## src/hdl/assert_macros.svh

```systemverilog
// Shared assertion wrappers; every check is sampled on clk_i.
`ifndef ASSERT_MACROS_SVH
`define ASSERT_MACROS_SVH

// Check that is held off while reset is asserted.
`define DLAT_ASSERT(lbl, prop, msg) \
  lbl: assert property (@(posedge clk_i) disable iff (!rst_ni) prop) else $error(msg);

// Check that also holds during reset.
`define DLAT_ASSERT_ALWAYS(lbl, prop, msg) \
  lbl: assert property (@(posedge clk_i) prop) else $error(msg);

`endif

```

## src/hdl/dlat_pkg.sv

```systemverilog
package dlat_pkg;

  localparam int unsigned TIME_W  = 32;
  localparam int unsigned CNT_W   = 32;
  localparam int unsigned APB_DW  = 32;
  localparam int unsigned APB_AW  = 4;
  localparam int unsigned REG_IW  = 2;

  typedef enum logic [2:0] {
    OP_POLL       = 3'd0,
    OP_ARM        = 3'd1,
    OP_DISARM     = 3'd2,
    OP_DISARM_HLD = 3'd3,
    OP_REARM      = 3'd4,
    OP_CNT_RESET  = 3'd5,
    OP_FIRE_NOW   = 3'd6,
    OP_SWAP       = 3'd7
  } op_e;

  typedef enum logic [REG_IW-1:0] {
    REG_DEBOUNCE  = 2'd0,
    REG_FIRE_ONCE = 2'd1,
    REG_USE_REARM = 2'd2
  } reg_e;

  typedef struct packed {
    op_e               op;
    logic [TIME_W-1:0] now_time;
    logic              raw_condition;
    logic              rearm_bit;
  } item_t;

  typedef struct packed {
    logic              fired;
    logic              armed_now;
    logic              latched_now;
    logic              condition_met_now;
    logic [CNT_W-1:0]  fire_total;
    logic [CNT_W-1:0]  fire_sequence;
  } result_t;

  typedef struct packed {
    logic [TIME_W-1:0] debounce_time;
    logic              fire_once_mode;
    logic              use_rearm_input;
  } cfg_t;

endpackage

```

## src/hdl/dlat_if.sv

```systemverilog
interface dlat_item_if import dlat_pkg::*; ();
  logic              valid;
  logic              ready;
  op_e               op;
  logic [TIME_W-1:0] now_time;
  logic              raw_condition;
  logic              rearm_bit;

  modport source (output valid, output op, output now_time, output raw_condition,
                  output rearm_bit, input ready);
  modport sink   (input valid, input op, input now_time, input raw_condition,
                  input rearm_bit, output ready);
endinterface

interface dlat_result_if import dlat_pkg::*; ();
  logic             valid;
  logic             ready;
  logic             fired;
  logic             armed_now;
  logic             latched_now;
  logic             condition_met_now;
  logic [CNT_W-1:0] fire_total;
  logic [CNT_W-1:0] fire_sequence;

  modport source (output valid, output fired, output armed_now, output latched_now,
                  output condition_met_now, output fire_total, output fire_sequence,
                  input ready);
  modport sink   (input valid, input fired, input armed_now, input latched_now,
                  input condition_met_now, input fire_total, input fire_sequence,
                  output ready);
endinterface

```

## src/hdl/dlat_cfg_regs.sv

```systemverilog
module dlat_cfg_regs import dlat_pkg::*; (
  input  logic              clk_i,
  input  logic              rst_ni,
  input  logic              psel,
  input  logic              penable,
  input  logic              pwrite,
  input  logic [APB_AW-1:0] paddr,
  input  logic [APB_DW-1:0] pwdata,
  output logic [APB_DW-1:0] prdata,
  output logic              pready,
  output cfg_t              cfg_o
);

  cfg_t              cfg_q, cfg_d;
  logic              wr_en;
  logic [REG_IW-1:0] reg_idx;

  assign pready  = 1'b1;
  assign wr_en   = psel && penable && pwrite;
  assign reg_idx = paddr[REG_IW+1:2];

  always_comb begin
    cfg_d = cfg_q;
    if (wr_en) begin
      unique case (reg_idx)
        REG_DEBOUNCE:  cfg_d.debounce_time   = pwdata[TIME_W-1:0];
        REG_FIRE_ONCE: cfg_d.fire_once_mode  = pwdata[0];
        REG_USE_REARM: cfg_d.use_rearm_input = pwdata[0];
        default:       cfg_d = cfg_q;
      endcase
    end
  end

  always_comb begin
    unique case (reg_idx)
      REG_DEBOUNCE:  prdata = cfg_q.debounce_time;
      REG_FIRE_ONCE: prdata = {{(APB_DW-1){1'b0}}, cfg_q.fire_once_mode};
      REG_USE_REARM: prdata = {{(APB_DW-1){1'b0}}, cfg_q.use_rearm_input};
      default:       prdata = '0;
    endcase
  end

  always_ff @(posedge clk_i or negedge rst_ni) begin
    if (!rst_ni) begin
      cfg_q <= '0;
    end else begin
      cfg_q <= cfg_d;
    end
  end

  assign cfg_o = cfg_q;

endmodule

```

## src/hdl/dlat_core.sv

```systemverilog
module dlat_core import dlat_pkg::*; (
  input  logic    clk_i,
  input  logic    rst_ni,
  input  cfg_t    cfg_i,
  input  logic    step_i,
  input  item_t   item_i,
  output result_t res_o
);

`include "assert_macros.svh"

  logic              armed_q, armed_d;
  logic              latched_q, latched_d;
  logic              edge_rdy_q, edge_rdy_d;
  logic              met_q, met_d;
  logic              raw_held_q, raw_held_d;
  logic [TIME_W-1:0] raw_start_q, raw_start_d;
  logic              polled_q, polled_d;
  logic [TIME_W-1:0] last_poll_q, last_poll_d;
  logic [CNT_W-1:0]  fire_cnt_q, fire_cnt_d;
  logic [CNT_W-1:0]  fire_seq_q, fire_seq_d;
  logic [TIME_W-1:0] held_for;
  logic              fire;
  logic              clr_track;

  always_comb begin
    armed_d     = armed_q;
    latched_d   = latched_q;
    edge_rdy_d  = edge_rdy_q;
    met_d       = met_q;
    raw_held_d  = raw_held_q;
    raw_start_d = raw_start_q;
    polled_d    = polled_q;
    last_poll_d = last_poll_q;
    fire_cnt_d  = fire_cnt_q;
    fire_seq_d  = fire_seq_q;
    held_for    = '0;
    fire        = 1'b0;
    clr_track   = 1'b0;

    unique case (item_i.op)
      OP_POLL: begin
        // drop polls while disarmed or on a repeated timestamp
        if (armed_q && !(polled_q && item_i.now_time == last_poll_q)) begin
          polled_d    = 1'b1;
          last_poll_d = item_i.now_time;
          if (item_i.raw_condition) begin
            if (!raw_held_q) begin
              raw_held_d  = 1'b1;
              raw_start_d = item_i.now_time;
            end
            held_for = item_i.now_time - raw_start_d;
            met_d    = held_for >= cfg_i.debounce_time;
          end else begin
            raw_held_d  = 1'b0;
            raw_start_d = '0;
            met_d       = 1'b0;
          end
          if (latched_q) begin
            if (cfg_i.use_rearm_input) begin
              if (item_i.rearm_bit) latched_d = 1'b0;
            end else if (!met_d) begin
              latched_d = 1'b0;
            end
          end
          if (!latched_d && !met_d) edge_rdy_d = 1'b1;
          fire = met_d && edge_rdy_d && !latched_d;
        end
      end
      OP_ARM: begin
        latched_d  = 1'b0;
        edge_rdy_d = 1'b1;
        clr_track  = 1'b1;
        armed_d    = 1'b1;
      end
      OP_DISARM: begin
        armed_d = 1'b0;
      end
      OP_DISARM_HLD: begin
        latched_d  = 1'b1;
        edge_rdy_d = 1'b0;
      end
      OP_REARM: begin
        latched_d = 1'b0;
      end
      OP_CNT_RESET: begin
        latched_d  = 1'b0;
        fire_cnt_d = '0;
        clr_track  = 1'b1;
      end
      OP_FIRE_NOW: begin
        fire = 1'b1;
      end
      OP_SWAP: begin
        clr_track = 1'b1;
      end
      default: begin
        clr_track = 1'b0;
      end
    endcase

    if (clr_track) begin
      met_d       = 1'b0;
      raw_held_d  = 1'b0;
      raw_start_d = '0;
      polled_d    = 1'b0;
      last_poll_d = '0;
    end

    if (fire) begin
      latched_d  = 1'b1;
      edge_rdy_d = 1'b0;
      fire_cnt_d = fire_cnt_d + 1'b1;
      fire_seq_d = fire_seq_q + 1'b1;
      if (cfg_i.fire_once_mode) armed_d = 1'b0;
    end
  end

  always_ff @(posedge clk_i or negedge rst_ni) begin
    if (!rst_ni) begin
      armed_q     <= 1'b0;
      latched_q   <= 1'b0;
      edge_rdy_q  <= 1'b0;
      met_q       <= 1'b0;
      raw_held_q  <= 1'b0;
      raw_start_q <= '0;
      polled_q    <= 1'b0;
      last_poll_q <= '0;
      fire_cnt_q  <= '0;
      fire_seq_q  <= '0;
    end else if (step_i) begin
      armed_q     <= armed_d;
      latched_q   <= latched_d;
      edge_rdy_q  <= edge_rdy_d;
      met_q       <= met_d;
      raw_held_q  <= raw_held_d;
      raw_start_q <= raw_start_d;
      polled_q    <= polled_d;
      last_poll_q <= last_poll_d;
      fire_cnt_q  <= fire_cnt_d;
      fire_seq_q  <= fire_seq_d;
    end
  end

  assign res_o.fired             = fire;
  assign res_o.armed_now         = armed_d;
  assign res_o.latched_now       = latched_d;
  assign res_o.condition_met_now = met_d;
  assign res_o.fire_total        = fire_cnt_d;
  assign res_o.fire_sequence     = fire_seq_d;

  `DLAT_ASSERT(a_fire_sets_latch, step_i && fire |=> latched_q && !edge_rdy_q, "fire left latch open")
  `DLAT_ASSERT(a_seq_bump, step_i && fire |=> fire_seq_q == $past(fire_seq_q) + 1'b1, "serial not bumped")
  `DLAT_ASSERT(a_idle_poll, step_i && item_i.op == OP_POLL && !armed_q |=> $stable(last_poll_q) && $stable(met_q), "disarmed poll changed tracking")

endmodule

```

## src/hdl/debounced_latched_auto_trigger.sv

```systemverilog
// Channel    | Dir | Beat contents
// item_i     | in  | op, now_time, raw_condition, rearm_bit
// result_o   | out | fired, armed_now, latched_now, condition_met_now, fire_total, fire_sequence
// APB        | in  | debounce_time, fire_once_mode, use_rearm_input at 0x0, 0x4, 0x8
//
// One item per cycle while result_o is not stalled. A beat lands in the input register;
// the state update is one combinational pass, and the result register takes it once
// result_o has room, so the result is offered from that register after its beat is taken.
// Reset clears all trigger state and both counters at once; no clearing pass.
// While result_o is stalled one more item waits in the input register.
module debounced_latched_auto_trigger import dlat_pkg::*; (
  input  logic              clk_i,
  input  logic              rst_ni,
  dlat_item_if.sink         item_i,
  dlat_result_if.source     result_o,
  input  logic              psel,
  input  logic              penable,
  input  logic              pwrite,
  input  logic [APB_AW-1:0] paddr,
  input  logic [APB_DW-1:0] pwdata,
  output logic [APB_DW-1:0] prdata,
  output logic              pready
);

`include "assert_macros.svh"

  cfg_t    cfg;
  item_t   item_q;
  logic    in_vld_q;
  result_t res, res_q;
  logic    out_vld_q;
  logic    out_free;
  logic    advance;

  dlat_cfg_regs u_cfg (
    .clk_i   (clk_i),
    .rst_ni  (rst_ni),
    .psel    (psel),
    .penable (penable),
    .pwrite  (pwrite),
    .paddr   (paddr),
    .pwdata  (pwdata),
    .prdata  (prdata),
    .pready  (pready),
    .cfg_o   (cfg)
  );

  assign out_free     = !out_vld_q || result_o.ready;
  assign advance      = in_vld_q && out_free;
  assign item_i.ready = !in_vld_q || out_free;

  always_ff @(posedge clk_i or negedge rst_ni) begin
    if (!rst_ni) begin
      in_vld_q <= 1'b0;
    end else if (item_i.ready) begin
      in_vld_q <= item_i.valid;
    end
  end

  always_ff @(posedge clk_i) begin
    if (item_i.ready && item_i.valid) begin
      item_q.op            <= item_i.op;
      item_q.now_time      <= item_i.now_time;
      item_q.raw_condition <= item_i.raw_condition;
      item_q.rearm_bit     <= item_i.rearm_bit;
    end
  end

  dlat_core u_core (
    .clk_i  (clk_i),
    .rst_ni (rst_ni),
    .cfg_i  (cfg),
    .step_i (advance),
    .item_i (item_q),
    .res_o  (res)
  );

  always_ff @(posedge clk_i or negedge rst_ni) begin
    if (!rst_ni) begin
      out_vld_q <= 1'b0;
    end else if (out_free) begin
      out_vld_q <= advance;
    end
  end

  // hold the result until taken
  always_ff @(posedge clk_i) begin
    if (advance) res_q <= res;
  end

  assign result_o.valid             = out_vld_q;
  assign result_o.fired             = res_q.fired;
  assign result_o.armed_now         = res_q.armed_now;
  assign result_o.latched_now       = res_q.latched_now;
  assign result_o.condition_met_now = res_q.condition_met_now;
  assign result_o.fire_total        = res_q.fire_total;
  assign result_o.fire_sequence     = res_q.fire_sequence;

  `DLAT_ASSERT(a_in_hold, in_vld_q && !out_free |=> in_vld_q && $stable(item_q), "queued item lost under stall")
  `DLAT_ASSERT_ALWAYS(a_pready, pready, "pready dropped")

endmodule
```

## src/flat_wrapper.sv

```systemverilog
// flat-port wrapper written by rule: the top's interface ports become plain ports
module debounced_latched_auto_trigger_flat import dlat_pkg::*;
  (clk_i, rst_ni, psel, penable, pwrite, paddr, pwdata, prdata, pready, item_i_valid, item_i_op, item_i_now_time, item_i_raw_condition, item_i_rearm_bit, item_i_ready, result_o_valid, result_o_fired, result_o_armed_now, result_o_latched_now, result_o_condition_met_now, result_o_fire_total, result_o_fire_sequence, result_o_ready);
  dlat_item_if item_i_i ();
  dlat_result_if result_o_i ();
  input  logic clk_i;
  input  logic rst_ni;
  input  logic psel;
  input  logic penable;
  input  logic pwrite;
  input  logic [APB_AW-1:0] paddr;
  input  logic [APB_DW-1:0] pwdata;
  output logic [APB_DW-1:0] prdata;
  output logic pready;
  input wire logic [$bits(item_i_i.valid)-1:0] item_i_valid;
  input wire logic [$bits(item_i_i.op)-1:0] item_i_op;
  input wire logic [$bits(item_i_i.now_time)-1:0] item_i_now_time;
  input wire logic [$bits(item_i_i.raw_condition)-1:0] item_i_raw_condition;
  input wire logic [$bits(item_i_i.rearm_bit)-1:0] item_i_rearm_bit;
  output wire logic [$bits(item_i_i.ready)-1:0] item_i_ready;
  output wire logic [$bits(result_o_i.valid)-1:0] result_o_valid;
  output wire logic [$bits(result_o_i.fired)-1:0] result_o_fired;
  output wire logic [$bits(result_o_i.armed_now)-1:0] result_o_armed_now;
  output wire logic [$bits(result_o_i.latched_now)-1:0] result_o_latched_now;
  output wire logic [$bits(result_o_i.condition_met_now)-1:0] result_o_condition_met_now;
  output wire logic [$bits(result_o_i.fire_total)-1:0] result_o_fire_total;
  output wire logic [$bits(result_o_i.fire_sequence)-1:0] result_o_fire_sequence;
  input wire logic [$bits(result_o_i.ready)-1:0] result_o_ready;
  assign item_i_i.valid = item_i_valid;
  assign item_i_i.op = item_i_op;
  assign item_i_i.now_time = item_i_now_time;
  assign item_i_i.raw_condition = item_i_raw_condition;
  assign item_i_i.rearm_bit = item_i_rearm_bit;
  assign item_i_ready = item_i_i.ready;
  assign result_o_valid = result_o_i.valid;
  assign result_o_fired = result_o_i.fired;
  assign result_o_armed_now = result_o_i.armed_now;
  assign result_o_latched_now = result_o_i.latched_now;
  assign result_o_condition_met_now = result_o_i.condition_met_now;
  assign result_o_fire_total = result_o_i.fire_total;
  assign result_o_fire_sequence = result_o_i.fire_sequence;
  assign result_o_i.ready = result_o_ready;
  debounced_latched_auto_trigger u_core (.clk_i(clk_i), .rst_ni(rst_ni), .item_i(item_i_i), .result_o(result_o_i), .psel(psel), .penable(penable), .pwrite(pwrite), .paddr(paddr), .pwdata(pwdata), .prdata(prdata), .pready(pready));
endmodule
```

## config.mk

```make
export PLATFORM = sky130hd
export DESIGN_NAME = debounced_latched_auto_trigger_flat
export DESIGN_NICKNAME = d
export VERILOG_FILES = /design/src/hdl/dlat_pkg.sv /design/src/hdl/dlat_if.sv /design/src/hdl/dlat_cfg_regs.sv /design/src/hdl/dlat_core.sv /design/src/hdl/debounced_latched_auto_trigger.sv /design/src/flat_wrapper.sv
export VERILOG_INCLUDE_DIRS = /design/src /design/src/hdl
export SDC_FILE = /design/constraint.sdc
export NUM_CORES = 1
export LEC_CHECK = 0
export ABC_AREA = 0
export BUFFER_PORTS_ARGS = -buffer_cell sky130_fd_sc_hd__buf_4
export CAP_MARGIN = 20
export CORE_MARGIN = 2
export CORE_UTILIZATION = 30
export CTS_BUF_LIST = sky130_fd_sc_hd__clkbuf_2
export DETAILED_ROUTE_END_ITERATION = 10
export HOLD_SLACK_MARGIN = 0.02
export SETUP_SLACK_MARGIN = 0.3
export SLEW_MARGIN = 10
export SYNTH_ARGS = -nofsm -noshare
export SYNTH_HDL_FRONTEND = slang
export SYNTH_SLANG_ARGS = --single-unit
```

## constraint.sdc

```tcl
create_clock -name clk_i -period 18.4 [get_ports clk_i]
set_clock_uncertainty 0.1 [all_clocks]
set_input_delay 5.52 -clock clk_i [delete_from_list [all_inputs] [get_ports clk_i]]
set_output_delay 5.52 -clock clk_i [all_outputs]
set_load 0.01 [all_outputs]
```

# --- Word-level counts from Yosys, hierarchy flattened ---
# Index checks and enable logic that the tools add are counted.
# Widths: inputs -> output; s select.
word_totals:
  reg_bits: 275
  inputBits: 80
classes:
  addsub: 3
  n_lt_le_gt_ge: 1
  eq_ne: 11
  mux: 49
  reduce_logical: 28
op_table:
  columns: ["operator", "count"]
  rows:
  - ["$mux 32", 14]
  - ["$pmux 32 s3", 1]
  - ["$add 32x1->32 const B", 2]
  - ["$eq 32x32->1", 1]
  - ["$ge 32x32->1", 1]
  - ["$sub 32x32->32", 1]
  - ["$mux 1", 30]
  - ["$eq 3x3->1 const B", 4]
  - ["$logic_and 1x1->1", 9]
  - ["$eq 3x2->1 const B", 2]
  - ["$pmux 1 s3", 2]
  - ["$reduce_and 2->1", 3]
  - ["$reduce_and 3->1", 2]
  - ["$reduce_or 3->1", 2]
  - ["$logic_not 1->1", 5]
  - ["$pmux 1 s2", 2]
  - ["$reduce_bool 2->1", 2]
  - ["$reduce_bool 4->1", 1]
  - ["$eq 3x1->1 const B", 1]
  - ["$logic_not 3->1", 1]
  - ["$ne 3x3->1 const B", 1]
  - ["$eq 2x1->1 const B", 1]
  - ["$eq 2x2->1 const B", 1]
  - ["$logic_not 2->1", 1]
  - ["$logic_or 1x1->1", 2]

# --- Logic depth before layout (Yosys ltp) ---
depth:
  depth_word: 27
  mapped_depth: 27
  depth_no_buf: 25

# --- Cells and area by module ---
# A second synthesis with hierarchy kept.
unflattened:
  hier_cells: 1435
  area_unflattened_um2: 14910.6
by_module_without_submodules:
  columns: ["mod", "instances", "cells_each", "area_each_um2", "seq_area_each_um2"]
  rows:
  - ["dlat_core", 1, 1207, 10064.7, 3353.2]
  - ["debounced_latched_auto_trigger", 1, 113, 3256.9, 3203.1]
  - ["dlat_cfg_regs", 1, 115, 1589.0, 850.8]

# --- Worst setup path after synthesis ---
# No wires, ideal clock.
synth_timing:
  path_type: "input port to output port"
  from: "input port paddr[2]"
  to: "output port prdata[10]"
  arrival_ns: 6.211
  t_required_ns: 12.780
  slack_ns: 6.569
  cell_stages: 3
  cell_sequence: "clkbuf_1 clkbuf_1 nor3_1"
synth_between:
  elab_chain_cells: 2
  elab_cells_between_ends: 4
  classes_between: "2 x eq/ne; 1 x mux; 1 x reduce/logical"
synth_lines:
  columns: ["element", "line_no", "text"]
  rows:
  - ["start, declared", "flat_wrapper.sv:11", "input logic [APB_AW-1:0] paddr;"]
  - ["$eq 2x2->1 (tied with other cells)", "dlat_cfg_regs.sv:35", "unique case (reg_idx)"]
  - ["$pmux 32 s3 (*)", "dlat_cfg_regs.sv:35", null]
  - ["end, declared", "flat_wrapper.sv:13", "output logic [APB_DW-1:0] prdata;"]
# Every way passes the cells marked *; elsewhere a longest branch is shown, timed or not.

# --- Final worst setup path ---
layout_timing:
  from: "input port paddr[3]"
  to: "output port prdata[0]"
# Same word-level chain as after synthesis.

==> impl_metrics.csv <==
group,metric,value,unit
drt,viasPerCell,4.84,
drt,post_drt_wl_per_cell,15.7,um
critical_path,crit_path_cell_trace,"buf_4 -> mux2i_1 -> o21ai_0 -> buf_4",
clock_network,tritoncts,"done",
clock_network,htreeDepth,3,
critical_path,crit_top_cell,"buf_4",
power_and_ir_drop,p_per_area,99.5,nW/um^2
critical_path,max_stage_delay,0.33,ns
yosys,synth_top_area_share,28.2,%
critical_path,cp.required,12.78,ns
floorplanning,io_pins,183,
grt,grt_pass1_vias,11600,
yosys,synth_area_leaders,"dfrtp_1, edfxtp_1, xnor2_1",
timing,layout_setup_ws,6.46,ns
placement,dp_hpwl,26900,um
critical_path,worst-setup-path-type,"input pin to primary output",
timing,setup_tns,0,ns
yosys,async_flop_share,61.8,%
clock_network,clock_latency,1.07,ns
clock_network,cts_inserted_buffers,82,
timing,drv_slew,0,
critical_path,worstPathArrival,6.32,ns
critical_path,startpoint_type,"input pin",
floorplanning,start_util,30.3,%
yosys,synth-seq-cells,275,
layout,fin_cells,2463,
grt,grt_pass1_wl,61900,um
timing,worst_pin_slew,1.06,ns
critical_path,crit_path_end_kind,"primary output",
floorplanning,coreArea,49900,um^2
timing,min_period,11.94,ns
job,max-cap-violations,0,
yosys,yosysSeqAreaShare,49.1,%
layout,seq_area,7410,um^2
critical_path,slowest_stage,"buf_4",
drt,ant_nets,0,
placement,post-place-ws,6.43,ns
timing,setup_violations,0,
power_and_ir_drop,ir_drop,53.6,uV
layout,drive_gt1_share,18.9,%
yosys,synthesis.area_per_instance,9.87,um^2
grt,grtUsageTotal,14.8,%
drt,vias,11900,
yosys,ys_types,63,
clock_network,cts_max_path_buffers,3,
outcome,status,"complete, no violations",
clock_network,ctsHoldBuffers,0,
drt,drc,0,
floorplanning,die_h,228,um
drt,drt_wl_total,38600,um
layout,fillers,5151,
clock_network,path_clk_slew,0.08,ns
drt,dr.pass1.iters,7,
placement,gp_congestion,0.850,
critical_path,path_max_fanout,36,
clock_network,post-cts-setup-buffers,0,
grt,grt_antenna_before_repair,2,
yosys,synth_area,15100,um^2
yosys,synth_nets,1675,
yosys,synth_ff_type,"dfrtp_1",
yosys,ys_warn_count,0,
floorplanning,die-area,52100,um^2
timing,relSlewSlack,29.2,%
yosys,yosys.area.top_type,"dfrtp_1",
hold_path,hold_class,"flip-flop to flip-flop",
clock_network,cts_resized,0,
layout,nNetsFinal,1869,
grt,grt_max_degree,128,
floorplanning,rows,82,
layout,post-route-util,35.8,%
timing,rsz0062_at_grt,"no",
yosys,synthCells,1528,
grt,gr-total-overflow,0,
timing,timing.fmax,83.7,MHz
power_and_ir_drop,power,1.77,mW
timing,finalHoldViolCount,0,
drt,drt_iter0_drc,774,
layout,area_growth,18.2,%
clock_network,clock-root-buffer,"clkbuf_2",
placement,io_buffers,179,
timing,period_share,64.9,%
yosys,synth_edf_count,105,
placement,place_inst,2309,
power_and_ir_drop,p_leak,7.66,nW
clock_network,clock_sinks,275,
layout,multi_input_area,7060,um^2
floorplanning,die_w,228,um
-- cell usage in the layout, fill, tap and decap left out, types with 13 or more instances in the layout --
| cell | instances |
|---|---|
| a21o_1 | 29 |
| a21oi_1 | 51 |
| and3_1 | 18 |
| buf_4 | 191 |
| clkbuf_2 | 115 |
| clkinv_1 | 24 |
| dfrtp_1 | 170 |
| edfxtp_1 | 105 |
| ha_1 | 66 |
| inv_1 | 77 |
| mux2i_1 | 34 |
| nand2_1 | 184 |
| nand2b_1 | 48 |
| nand3_1 | 53 |
| nand4_1 | 30 |
| nor2_1 | 68 |
| nor3_1 | 65 |
| o21ai_0 | 106 |
| o31ai_1 | 36 |
| or3_1 | 13 |
| xnor2_1 | 100 |
| xor2_1 | 43 |
-- cells in the mapped netlist (5+ instances only) --
| cell | instances |
|---|---|
| o21ai_0 | 106 |
| edfxtp_1 | 105 |
| nand3b_1 | 6 |
| dfrtp_1 | 170 |
| o21a_1 | 7 |
| o211ai_1 | 10 |
| mux2i_1 | 34 |
| a31oi_1 | 12 |
| or3_1 | 13 |
| a21o_1 | 29 |
| a21oi_1 | 51 |
| clkbuf_1 | 66 |
| buf_2 | 8 |
| mux2_2 | 8 |
| or4_1 | 11 |
| buf_1 | 7 |
| nand2_1 | 184 |
| ha_1 | 66 |
| o31ai_1 | 36 |
| and3_1 | 18 |
| nand2b_1 | 48 |
| nand4_1 | 30 |
| and2_1 | 13 |
| nand3_1 | 53 |
| inv_1 | 78 |
| a32oi_1 | 5 |
| nor4_1 | 12 |
| nor3_1 | 67 |
| xnor2_1 | 100 |
| xor2_1 | 43 |
| a211oi_1 | 7 |
| or2_2 | 5 |
| o2111ai_1 | 11 |
| nor2_1 | 68 |
-- path summary, 6_finish.rpt --
kind	start	endpoint	slack, ns	cells past startpoint
worst max-delay path	paddr[3]	prdata[0]	6.46	4
worst min-delay path	u_core.u_core.raw_start_q[26]	u_core.u_core.raw_start_q[26]	0.39	2
worst max register to register	u_core.u_core.raw_held_q	u_core.u_core.fire_seq_q[1]	10.09	25
worst min register to register	u_core.u_core.raw_start_q[26]	u_core.u_core.raw_start_q[26]	0.39	2
max in group asynchronous	rst_ni	u_core.u_cfg.cfg_o[27]	12.04	2
min in group asynchronous	rst_ni	u_core.u_core.last_poll_q[5]	4.51	1
-- critical path, delay by kind of cell --
family	cells	cell delay, ns
AOI/OAI and AO/OA	1	0.09
buffers and inverters	2	0.49
muxes	1	0.22
-- state kept, by name, summed over array words and instances (netlist names), 32 cells and up --
| signal | cells |
|---|---|
| u_core.item_q | 37 |
| u_core.u_cfg.cfg_o | 34 |
| u_core.result_o.fire_sequence | 32 |
| u_core.result_o.fire_total | 32 |
| u_core.u_core.fire_cnt_q | 32 |
| u_core.u_core.fire_seq_q | 32 |
| u_core.u_core.last_poll_q | 32 |
| u_core.u_core.raw_start_q | 32 |
-- metal layers --
layer	wire length (um)	share of wire, %	GRT usage [%]
met1	16300	42	17.9
met2	19500	50	25.3
met3	1990	5.2	3.95
met4	853	2.2	4.90
met5	0	0	0
-- power by group --
group	switching (mW)	internal [mW]	total (mW)
Clock	0.280	0.184	0.464
Combinational	0.302	0.230	0.532
Sequential	0.0547	0.724	0.779
-- area by class of cell --
cell class / count / share of cell area, %
flip-flops and latches: 275 / 41.5
multi-input cells: 1091 / 39.6
repair buffers: 193 / 8.26
well taps: 672 / 4.71
clock buffers: 115 / 3.23
inverters: 79 / 1.67
clock inverters: 33 / 0.926
diodes: 5 / 0.0702
-- cells by family (layout without fill, tap and decap cells) --
kind of cell,Yosys count,count (layout),share of synthesized area [%]
AND/OR/NAND/NOR,537,537,17.4
AO/OA/AOI/OAI,301,301,12.5
flip-flops,275,275,49.1
buffers and inverters,162,420,4.16
XOR/XNOR,143,143,8.30
adder cells (fa/ha/maj),67,67,5.61
multiplexers,42,42,2.85
other,1,6,0.0249
-- per-stage QoR --
step           hold slack [ns]  instance area (um^2)
6_report                 0.386                 17800
5_1_grt                  0.405                 17800
4_1_cts                  0.387                 17800
3_5_place_dp             0.367                 17100
3_3_place_gp             0.359                 17100
2_1_floorplan            0.348                 15100
No activity file was read; power rests on OpenSTA's default activity.
